<file path="src/sv/sbrd_pkg.sv">
// ----------------------------------------------------------------------------
// sbrd_pkg: shared types and codes for the backup record deframer
// beat payloads, parser state, role and status codes, header magic
// ----------------------------------------------------------------------------
package sbrd_pkg;

  localparam int BYTE_W   = 8;
  localparam int LEN_W    = 16;
  localparam int ROLE_W   = 3;
  localparam int STATUS_W = 3;
  localparam int PHASE_W  = 3;
  localparam int HIDX_W   = 3;
  localparam int CFG_IDX_W = 1;

  // configuration register indexes
  localparam logic [CFG_IDX_W-1:0] CFG_EXPECTED_VERSION  = 1'd0;
  localparam logic [CFG_IDX_W-1:0] CFG_LENGTH_BIG_ENDIAN = 1'd1;

  localparam logic [BYTE_W-1:0] VERSION_RESET = 8'd4;

  // parser phases
  localparam logic [PHASE_W-1:0] PH_HEADER      = 3'd0;
  localparam logic [PHASE_W-1:0] PH_NAME_LEN    = 3'd1;
  localparam logic [PHASE_W-1:0] PH_NAME        = 3'd2;
  localparam logic [PHASE_W-1:0] PH_VLEN_FIRST  = 3'd3;
  localparam logic [PHASE_W-1:0] PH_VLEN_SECOND = 3'd4;
  localparam logic [PHASE_W-1:0] PH_VALUE       = 3'd5;
  localparam logic [PHASE_W-1:0] PH_IGNORE      = 3'd6;

  // byte roles
  localparam logic [ROLE_W-1:0] ROLE_HEADER   = 3'd0;
  localparam logic [ROLE_W-1:0] ROLE_NAME_LEN = 3'd1;
  localparam logic [ROLE_W-1:0] ROLE_NAME     = 3'd2;
  localparam logic [ROLE_W-1:0] ROLE_VLEN     = 3'd3;
  localparam logic [ROLE_W-1:0] ROLE_VALUE    = 3'd4;
  localparam logic [ROLE_W-1:0] ROLE_IGNORED  = 3'd5;

  // image status
  localparam logic [STATUS_W-1:0] ST_BUSY         = 3'd0;
  localparam logic [STATUS_W-1:0] ST_CLEAN        = 3'd1;
  localparam logic [STATUS_W-1:0] ST_SHORT_HEADER = 3'd2;
  localparam logic [STATUS_W-1:0] ST_BAD_MAGIC    = 3'd3;
  localparam logic [STATUS_W-1:0] ST_BAD_VERSION  = 3'd4;
  localparam logic [STATUS_W-1:0] ST_CUT_NAME     = 3'd5;
  localparam logic [STATUS_W-1:0] ST_CUT_LENGTH   = 3'd6;
  localparam logic [STATUS_W-1:0] ST_CUT_VALUE    = 3'd7;

  // header layout
  localparam logic [HIDX_W-1:0] HDR_COUNT_IDX   = 3'd6;
  localparam logic [HIDX_W-1:0] HDR_VERSION_IDX = 3'd7;

  typedef struct packed {
    logic [BYTE_W-1:0] in_byte;
    logic              final_byte;
  } item_t;

  typedef struct packed {
    logic [BYTE_W-1:0]   out_byte;
    logic [ROLE_W-1:0]   byte_role;
    logic                name_end;
    logic                record_end;
    logic [BYTE_W-1:0]   saved_count;
    logic [LEN_W-1:0]    records_read;
    logic [STATUS_W-1:0] status;
  } result_t;

  typedef struct packed {
    logic [BYTE_W-1:0] expected_version;
    logic              length_big_endian;
  } cfg_t;

  typedef struct packed {
    logic [PHASE_W-1:0]  phase;
    logic [HIDX_W-1:0]   header_index;
    logic [LEN_W-1:0]    bytes_left;
    logic [BYTE_W-1:0]   length_first_byte;
    logic [BYTE_W-1:0]   header_count;
    logic [LEN_W-1:0]    record_total;
    logic [STATUS_W-1:0] final_status;
    logic                magic_bad;
  } parse_state_t;

  localparam parse_state_t STATE_RESET = '0;

  // six magic bytes at the start of the header
  function automatic logic [BYTE_W-1:0] magic_byte(input logic [HIDX_W-1:0] idx);
    logic [BYTE_W-1:0] m;
    case (idx)
      3'd0:    m = 8'h44;
      3'd1:    m = 8'h44;
      3'd2:    m = 8'h2D;
      3'd3:    m = 8'h57;
      3'd4:    m = 8'h52;
      3'd5:    m = 8'h54;
      default: m = 8'h00;
    endcase
    return m;
  endfunction

endpackage

</file>
<file path="src/sv/sbrd_step.sv">
// ----------------------------------------------------------------------------
// sbrd_step: one-byte parser step
// next parser state and tagged result for the byte in the input register
// ----------------------------------------------------------------------------
module sbrd_step import sbrd_pkg::*; (
  input  parse_state_t cur,
  input  cfg_t         cfg,
  input  item_t        item,
  output parse_state_t nxt,
  output result_t      res
);

  logic [BYTE_W-1:0]   b;
  logic                fin;
  logic [ROLE_W-1:0]   role;
  logic                ne;
  logic                re;
  logic [STATUS_W-1:0] st;
  logic [LEN_W-1:0]    len;
  logic [LEN_W-1:0]    left_dec;
  logic [LEN_W-1:0]    total_inc;

  assign b   = item.in_byte;
  assign fin = item.final_byte;
  assign len = cfg.length_big_endian ? {cur.length_first_byte, b}
                                     : {b, cur.length_first_byte};
  assign left_dec  = cur.bytes_left - 16'd1;
  // saturating record count
  assign total_inc = (cur.record_total == '1) ? cur.record_total
                                              : cur.record_total + 16'd1;

  always_comb begin
    nxt  = cur;
    role = ROLE_IGNORED;
    ne   = 1'b0;
    re   = 1'b0;
    st   = ST_BUSY;
    unique case (cur.phase)
      PH_HEADER: begin
        role = ROLE_HEADER;
        if (cur.header_index < HDR_COUNT_IDX && b != magic_byte(cur.header_index)) begin
          nxt.magic_bad = 1'b1;
        end
        if (cur.header_index == HDR_COUNT_IDX) begin
          nxt.header_count = b;
        end
        if (cur.header_index == HDR_VERSION_IDX) begin
          if (cur.magic_bad) begin
            st = ST_BAD_MAGIC;
          end else if (b != cfg.expected_version) begin
            st = ST_BAD_VERSION;
          end else begin
            nxt.phase = PH_NAME_LEN;
            if (fin) st = ST_CLEAN;
          end
        end else begin
          nxt.header_index = cur.header_index + 3'd1;
          if (fin) st = ST_SHORT_HEADER;
        end
      end
      PH_NAME_LEN: begin
        role = ROLE_NAME_LEN;
        nxt.bytes_left = {8'd0, b};
        if (b == '0) begin
          ne = 1'b1;
          nxt.phase = PH_VLEN_FIRST;
          if (fin) st = ST_CUT_LENGTH;
        end else begin
          nxt.phase = PH_NAME;
          if (fin) st = ST_CUT_NAME;
        end
      end
      PH_NAME: begin
        role = ROLE_NAME;
        nxt.bytes_left = left_dec;
        if (left_dec == '0) begin
          ne = 1'b1;
          nxt.phase = PH_VLEN_FIRST;
          if (fin) st = ST_CUT_LENGTH;
        end else if (fin) begin
          st = ST_CUT_NAME;
        end
      end
      PH_VLEN_FIRST: begin
        role = ROLE_VLEN;
        nxt.length_first_byte = b;
        nxt.phase = PH_VLEN_SECOND;
        if (fin) st = ST_CUT_LENGTH;
      end
      PH_VLEN_SECOND: begin
        role = ROLE_VLEN;
        nxt.bytes_left = len;
        if (len == '0) begin
          re = 1'b1;
          nxt.record_total = total_inc;
          nxt.phase = PH_NAME_LEN;
          if (fin) st = ST_CLEAN;
        end else begin
          nxt.phase = PH_VALUE;
          if (fin) st = ST_CUT_VALUE;
        end
      end
      PH_VALUE: begin
        role = ROLE_VALUE;
        nxt.bytes_left = left_dec;
        if (left_dec == '0) begin
          re = 1'b1;
          nxt.record_total = total_inc;
          nxt.phase = PH_NAME_LEN;
          if (fin) st = ST_CLEAN;
        end else if (fin) begin
          st = ST_CUT_VALUE;
        end
      end
      default: begin
        role = ROLE_IGNORED;
        st = cur.final_status;
      end
    endcase

    // latch the end status; park until the final flag if the image is not over
    if (st != ST_BUSY) begin
      nxt.final_status = st;
      if (!fin) nxt.phase = PH_IGNORE;
    end

    res.out_byte     = b;
    res.byte_role    = role;
    res.name_end     = ne;
    res.record_end   = re;
    res.saved_count  = nxt.header_count;
    res.records_read = nxt.record_total;
    res.status       = st;

    // final flag rearms the parser for the next image
    if (fin) nxt = STATE_RESET;
  end

endmodule

</file>
<file path="src/sv/settings_backup_record_deframer_core.sv">
// ----------------------------------------------------------------------------
// settings_backup_record_deframer_core: backup image byte parser
// path: a byte beat accepted into the input register is parsed into the result register
//   and can leave from there once result_stall is low
// throughput: one byte per cycle while result_stall is low, set by the single parser
//   step between the input register and the result register
// reset: synchronous rst clears parser state and the valid flags of both beat registers;
//   expected_version returns to 4 and length_big_endian to 0
// ----------------------------------------------------------------------------
module settings_backup_record_deframer_core import sbrd_pkg::*; (
  input  logic                 clk,
  input  logic                 rst,
  // byte beats in
  input  logic                 item_valid,
  output logic                 item_stall,
  input  item_t                item,
  // tagged result beats out
  output logic                 result_valid,
  input  logic                 result_stall,
  output result_t              result,
  // register writes
  input  logic                 cfg_valid,
  output logic                 cfg_ready,
  input  logic [CFG_IDX_W-1:0] cfg_index,
  input  logic [BYTE_W-1:0]    cfg_data
);

  // configuration registers
  cfg_t cfg;

  // input register
  logic  in_valid;
  item_t in_item;

  // parser state
  parse_state_t state;
  parse_state_t state_next;
  result_t      step_result;

  // handshake control
  logic advance;  // input register moves into the result register
  logic fire;     // a byte is parsed this cycle

  assign cfg_ready = 1'b1;

  always_ff @(posedge clk) begin
    if (rst) begin
      cfg.expected_version  <= VERSION_RESET;
      cfg.length_big_endian <= 1'b0;
    end else if (cfg_valid && cfg_ready) begin
      unique case (cfg_index)
        CFG_EXPECTED_VERSION:  cfg.expected_version  <= cfg_data;
        CFG_LENGTH_BIG_ENDIAN: cfg.length_big_endian <= cfg_data[0];
        default: ;
      endcase
    end
  end

  // result register is free when empty or its beat is taken this cycle
  assign advance    = !result_valid || !result_stall;
  assign fire       = in_valid && advance;
  // input register takes a new beat whenever it is empty or moving on
  assign item_stall = in_valid && !advance;

  always_ff @(posedge clk) begin
    if (rst) begin
      in_valid <= 1'b0;
    end else if (!item_stall) begin
      in_valid <= item_valid;
    end
  end

  // payload register, no reset needed
  always_ff @(posedge clk) begin
    if (!item_stall && item_valid) begin
      in_item <= item;
    end
  end

  sbrd_step u_step (
    .cur  (state),
    .cfg  (cfg),
    .item (in_item),
    .nxt  (state_next),
    .res  (step_result)
  );

  always_ff @(posedge clk) begin
    if (rst) begin
      state <= STATE_RESET;
    end else if (fire) begin
      state <= state_next;
    end
  end

  always_ff @(posedge clk) begin
    if (rst) begin
      result_valid <= 1'b0;
    end else if (advance) begin
      result_valid <= in_valid;
    end
  end

  always_ff @(posedge clk) begin
    if (fire) begin
      result <= step_result;
    end
  end

  // a stall toward the byte source only comes from a held input beat
  assert property (@(posedge clk) disable iff (rst) item_stall |-> in_valid && result_valid)
    else $error("input stalled without a blocked result");

  // a final byte always rearms the parser with a cleared record count
  assert property (@(posedge clk) disable iff (rst)
    fire && in_item.final_byte |=> state.phase == PH_HEADER && state.record_total == '0
      && state.final_status == ST_BUSY)
    else $error("parser not rearmed after final byte");

  // a record can only complete on a value length or value byte
  assert property (@(posedge clk) disable iff (rst)
    result_valid && result.record_end |->
      result.byte_role == ROLE_VLEN || result.byte_role == ROLE_VALUE)
    else $error("record end on a byte of the wrong role");

  // while parked after an error, results carry the ignored role and no flags
  assert property (@(posedge clk) disable iff (rst)
    fire && state.phase == PH_IGNORE |=>
      result.byte_role == ROLE_IGNORED && !result.name_end && !result.record_end)
    else $error("parked parser produced a tagged byte");

endmodule

</file>
<file path="config.mk">
export PLATFORM = sky130hd
export DESIGN_NAME = settings_backup_record_deframer_core
export DESIGN_NICKNAME = d
export VERILOG_FILES = /design/src/sv/sbrd_pkg.sv /design/src/sv/sbrd_step.sv /design/src/sv/settings_backup_record_deframer_core.sv
export SDC_FILE = /design/constraint.sdc
export NUM_CORES = 1
export LEC_CHECK = 0
export CORE_ASPECT_RATIO = 1.4
export CORE_MARGIN = 5
export CORE_UTILIZATION = 30
export DETAILED_ROUTE_END_ITERATION = 8
export DONT_BUFFER_PORTS = 1
export SLEW_MARGIN = 40
export SYNTH_ARGS = -nofsm -noshare
export SYNTH_HDL_FRONTEND = slang
export SYNTH_SLANG_ARGS = --single-unit
</file>
<file path="constraint.sdc">
create_clock -name clk -period 3.1 [get_ports clk]
set_input_delay 0.31 -clock clk [delete_from_list [all_inputs] [get_ports clk]]
set_output_delay 0.31 -clock clk [all_outputs]
set_load 0.02 [all_outputs]
</file>
# [Word level (Yosys, flattened, before mapping)]
# Cells that the tools add are included.
[word_totals] register_bits=118 input_bits=23 out_inout_bits=43 word_cells=124
[op_classes] addsub=3 n_lt_le_gt_ge=1 eq_ne=21 mux=45 bitwise=1 n_reduce_logical=32
[op_table] operator="16-bit two-way mux" n=4
[op_table] operator="3-bit two-way mux" n=20
[op_table] operator="58-bit two-way mux" n=1
[op_table] operator="16-bit one-hot mux with 3 select lines" n=1
[op_table] operator="3-bit one-hot mux with 6 select lines" n=2
[op_table] operator="7-bit one-hot mux with 5 select lines" n=1
[op_table] operator="16-bit zero test" n=2
[op_table] operator="8-bit two-way mux" n=4
[op_table] operator="16-bit one-hot mux with 2 select lines" n=1
[op_table] operator="3-bit == test, second input constant" n=6
[op_table] operator="16-bit by 1-bit adder with 16-bit output, second input constant" n=1
[op_table] operator="16-bit == test, second input constant" n=1
[op_table] operator="8-bit != test" n=2
[op_table] operator="16-bit by 1-bit subtractor with 16-bit output, second input constant" n=1
[op_table] operator="3-bit one-hot mux with 5 select lines" n=1
[op_table] operator="3-bit by 2-bit == test with 1-bit output, second input constant" n=4
[op_table] operator="4-bit by 2-bit != test with 1-bit output, second input constant" n=3
[op_table] operator="2-bit AND reduction" n=5
[op_table] operator="8-bit zero test" n=1
[op_table] operator="2-bit nonzero test" n=4
[op_table] operator="8-bit nonzero test" n=1
[op_table] operator="1-bit two-way mux" n=7
[op_table] operator="7-bit AND reduction" n=1
[op_table] operator="3-bit by 1-bit == test with 1-bit output, second input constant" n=2
[op_table] operator="other kinds (16)" n=27

# [Logic depth before layout (Yosys ltp)]
[logic_depth] depth_word=9 mapped_depth=11 ltp_nobuf=9

# [Hierarchy]
# A second synthesis with hierarchy kept.
[hier_totals] hier_cells=845 hier_area_um2=6947.9
[by_module_without_submodules] mod="settings_backup_record_deframer_core" instances=1 cells_per_inst=354 area_each_um2=3928.8 seq_area_each_um2=2852.7
[by_module_without_submodules] mod="sbrd_step" instances=1 cells_per_inst=491 area_each_um2=3019.1 seq_area_each_um2=0.0

# [Least setup slack after synthesis]
# Ideal clock, no wire load.
[synth_timing] path_kind="register to register" startpoint="reg state[36] (netlist bit)" endpoint="reg result[17] (netlist bit) (data pin)" setup_time_ps=260 t_arrival_ps=2366 t_required_ps=2840 setup_slack_ps=474 stages_incl_launch_ff=11 path_buffers=1 period_less_slack_ps=2626 cell_sequence="dfxtp_1 inv_1 ha_1 nor3b_4 a31oi_2 nor4_2 nand4_2 o22ai_1 buf_4 nand3_1 mux2_2"
[synth_rtl] item="from (decl)" line_no="settings_backup_record_deframer_core.sv:36" source="parse_state_t state;"
[synth_rtl] item="from (signal assigned)" line_no="settings_backup_record_deframer_core.sv:92" source="state <= state_next;"
[synth_rtl] item="to (signal assigned)" line_no="settings_backup_record_deframer_core.sv:106" source="result <= step_result;"
[synth_rtl] item="to (decl)" line_no="settings_backup_record_deframer_core.sv:20" source="output result_t result,"

# [Worst setup path after layout]
[layout_timing] startpoint="reg state[36] (netlist bit)" endpoint="reg state[14] (netlist bit)"
[layout_between] elab_chain_cells=5
[layout_rtl] item="16-bit by 1-bit subtractor with 16-bit output" line_no="sbrd_step.sv:27" source="assign left_dec = cur.bytes_left - 16'd1;"
[layout_rtl] item="16-bit zero test" line_no="sbrd_step.sv:106" source="if (left_dec == '0) begin"
[layout_rtl] item="16-bit two-way mux" line_no="sbrd_step.sv:106"
[layout_rtl] item="16-bit one-hot mux with 2 select lines" line_no="sbrd_step.sv:38" source="unique case (cur.phase)"
[layout_rtl] item="58-bit two-way mux" line_no="sbrd_step.sv:136" source="if (fin) nxt = STATE_RESET;"
# No other way between the ends.
# A chain may end at the register's enable or synchronous reset.

==> qor.csv <==
stage,metric,value,unit
outcome,status,finished clean,
placement,port buffer count,0,
sta,Slew Limit Fails,0,
floorplanning,die area,24500,µm²
worst_setup_path,CP Buf/Inv Count,1,
worst_setup_path,element type at the critical path end,flop,
cts,CTS Buf Count,17,
sta,RSZ-0062 raised after global routing,no,
sta,final period utilization,92.0,%
synthesis,Synth Flop Type,dfxtp_1,
synthesis,synthesized flop and latch total,118,
synthesis,"top cells by area, synth","edfxtp_1, dfxtp_1, nor2_1",
job,max_cap viols,0,
grt,largest net degree at the start of global routing,57,
finish,Layout area overhead,14.4,%
finish,Layout Nets,724,
drt,Initial DRC Count,595,
sta,worst slew pin tran,0.734,ns
grt,global-route wire length before repair,28.8,mm
drt,Avg Vias per Cell,5.59,
power_and_ir_drop,Power Dens Cells,535,nW/µm²
floorplanning,Starting Density,30.4,%
cts,Worst-Skew Late Latency,0.43,ns
placement,Routability Congestion,0.895,
grt,grt ovf,0,
worst_setup_path,"critical path fanouts, max",12,
worst_setup_path,Required @ worst endpoint,3.46,ns
drt,M1 WL,7.44,mm
drt,Post-Route WL,18.1,mm
worst_setup_path,Worst path slowest cell,or4_1,
sta,clk_skew,0.0116,ns
synthesis,synthesized cell area,6430,µm²
synthesis,syn_nets,722,
sta,post-layout min period,2.85,ns
drt,"antenna viol nets, final",0,
grt,vias in the first global route,5274,
worst_setup_path,"Worst Path Class, Setup",flop to flop,
synthesis,post-synthesis sequential area ratio,44.3,%
synthesis,share of the synthesized area in the top cell type,22.9,%
worst_setup_path,Crit path largest cell delay,0.52,ns
sta,Setup TNS Final,0,ns
cts,CTS tree,done,
sta,slew margin rel.,50.6,%
grt,initial antenna violation count,0,
sta,final hold violation count,0,
cts,H-tree depth,4,
finish,ant diodes,0,
placement,HPWL after detailed placement,12.5,mm
grt,total track usage,14.8,%
worst_setup_path,CP cell instances,inv_1 > ha_1 > nor3b_4 > a31oi_2 > nor4_2 > nand4_2 > o22a_2 > or4_1 > a31oi_1,
synthesis,cell accounting for the most synthesized area,edfxtp_1,
floorplanning,Die Height,183,µm
worst_setup_path,CP Data Arrival Time,3.21,ns
synthesis,Post-synth EDFFs,49,
drt,wire per inst,18.7,µm
cts,Clock Path Buffers,2,
floorplanning,core box area,21100,µm²
drt,WL met3,925,µm
drt,vias post-DR,5392,
cts,CTS root buffer,clkbuf_16,
synthesis,syn avg cell area,9.32,µm²
worst_setup_path,R2R Setup Slk,0.25,ns
synthesis,Synth Instances,690,
floorplanning,I/O pins,66,
drt,Detailed Routing Iterations Pass 1,5,
drt,max layer used,met4,
power_and_ir_drop,Leak,0.00256,µW
floorplanning,site row count,63,
power_and_ir_drop,worst vdd ir,324,µV
drt,# DRC,0,
sta,Final setup viols,0,
synthesis,Post-synth ARST share,0,%
finish,proportion of layout cells with a drive suffix above 1,12.2,%
drt,Met2 Wirelength,9.18,mm
worst_hold_path,Hold Path Class,input pin to flop,
floorplanning,DIE WIDTH,134,µm
sta,final hold slack,0.0155,ns
synthesis,Synth Warn #,0,
sta,fmax,350,MHz
cts,Worst-path clk slew,0.06,ns
worst_setup_path,"CP delay by family, top",simple AND/OR/NAND/NOR gates,
cts,clock sinks,118,
worst_setup_path,Startpoint Class,flop,
synthesis,library cells used by synthesis,74,
-- power breakdown --
part	total, µW	leakage (µW)	switching [µW]	internal [µW]
sequential	1740	0.00103	72.9	1660
clock	1890	0.000276	761	1130
combinational	314	0.00125	198	116
total	3940	0.00256	1030	2910
-- stage by stage --
| stage | cell area (µm²) | worst slack (ns) | std cells | util, % | total power (µW) |
|---|---|---|---|---|---|
| floorplan | 6430 | 0.474 | 690 | - | 1980 |
| global placement | 6640 | 0.313 | 921 | 31.4 | 2050 |
| detailed placement | 6650 | 0.230 | 921 | 31.5 | 2050 |
| CTS | 7340 | 0.213 | 964 | 34.8 | 3980 |
| global route | 7360 | 0.00813 | 965 | 34.8 | 4080 |
| finish | 7360 | 0.247 | 965 | 34.8 | 3940 |
-- state kept, by name, summed over array words and instances, names as in the netlist --
register      flops
result_valid      1
state            58
result           40
cfg               9
in_item           9
in_valid          1
-- routing by layer --
metal	vias to the layer above	global-route usage (%)
met3	36	3.49
li1	2576	-
met2	170	25.9
met5	-	0
met4	0	6.75
met1	2610	17.2
-- final timing paths --
check / startpoint / endpoint / depth (start not counted)
setup reg to reg: state[36] / state[14] / 9
setup / recovery: state[36] / state[14] / 9
hold reg to reg: cfg[8] / cfg[8] / 2
hold / removal: cfg_data[5] / cfg[6] / 2
-- cells in the mapped netlist (13+ instances only) --
library cell	n
dfxtp_1	69
nor2_1	68
nand2_1	66
edfxtp_1	49
a21oi_1	34
a22oi_1	28
clkbuf_1	27
xnor2_1	24
inv_1	21
nand3_1	21
nor3_1	21
o21ai_0	20
nor4_1	16
nand4_1	13
-- timing repair --
action	CTS	global route
hold endpoints to repair	65	0
setup buffers	0	1
resized for setup	0	1
hold buffers	11	0
setup endpoints to repair	0	2
-- cell usage in the layout, fill, tap and decap left out, drive strengths merged, types with 10 or more instances in the layout --
cell | Yosys | layout
a22oi | 29 | 29
dfxtp | 69 | 69
clkbuf | 27 | 21
nor2 | 68 | 68
nand3 | 21 | 21
dlygate4sd3 | 0 | 10
mux2 | 12 | 12
a31oi | 10 | 10
buf | 23 | 23
xnor2 | 24 | 24
a21oi | 35 | 35
edfxtp | 49 | 49
nor3 | 21 | 21
xor2 | 11 | 11
inv | 21 | 27
nor4 | 19 | 19
nand4 | 14 | 14
o21ai | 23 | 23
and3 | 10 | 10
or3 | 10 | 10
nand2 | 67 | 67
-- cells by family (layout without fill, tap and decap cells) --
logic type      Yosys count  after routing  share of synthesized area (%)
simple gates            272            272                           21.9
compound gates          163            163                           18.2
flops                   118            118                           44.3
buf+inv                  71             86                           5.47
xor+xnor                 35             35                           4.77
mux                      21             21                           3.56
fa+ha+maj                 9              9                           1.75
other cells               1              1                         0.0583
-- final cells by class --
class | instances | area, µm²
sequential | 118 | 2850
timing repair buffer | 33 | 293
clock inverter | 11 | 85.1
tap | 260 | 325
multi-input combinational | 501 | 3240
fill | 2190 | 13800
inverter | 21 | 78.8
clock buffer | 21 | 483
Power figures use the tool's default switching activity.
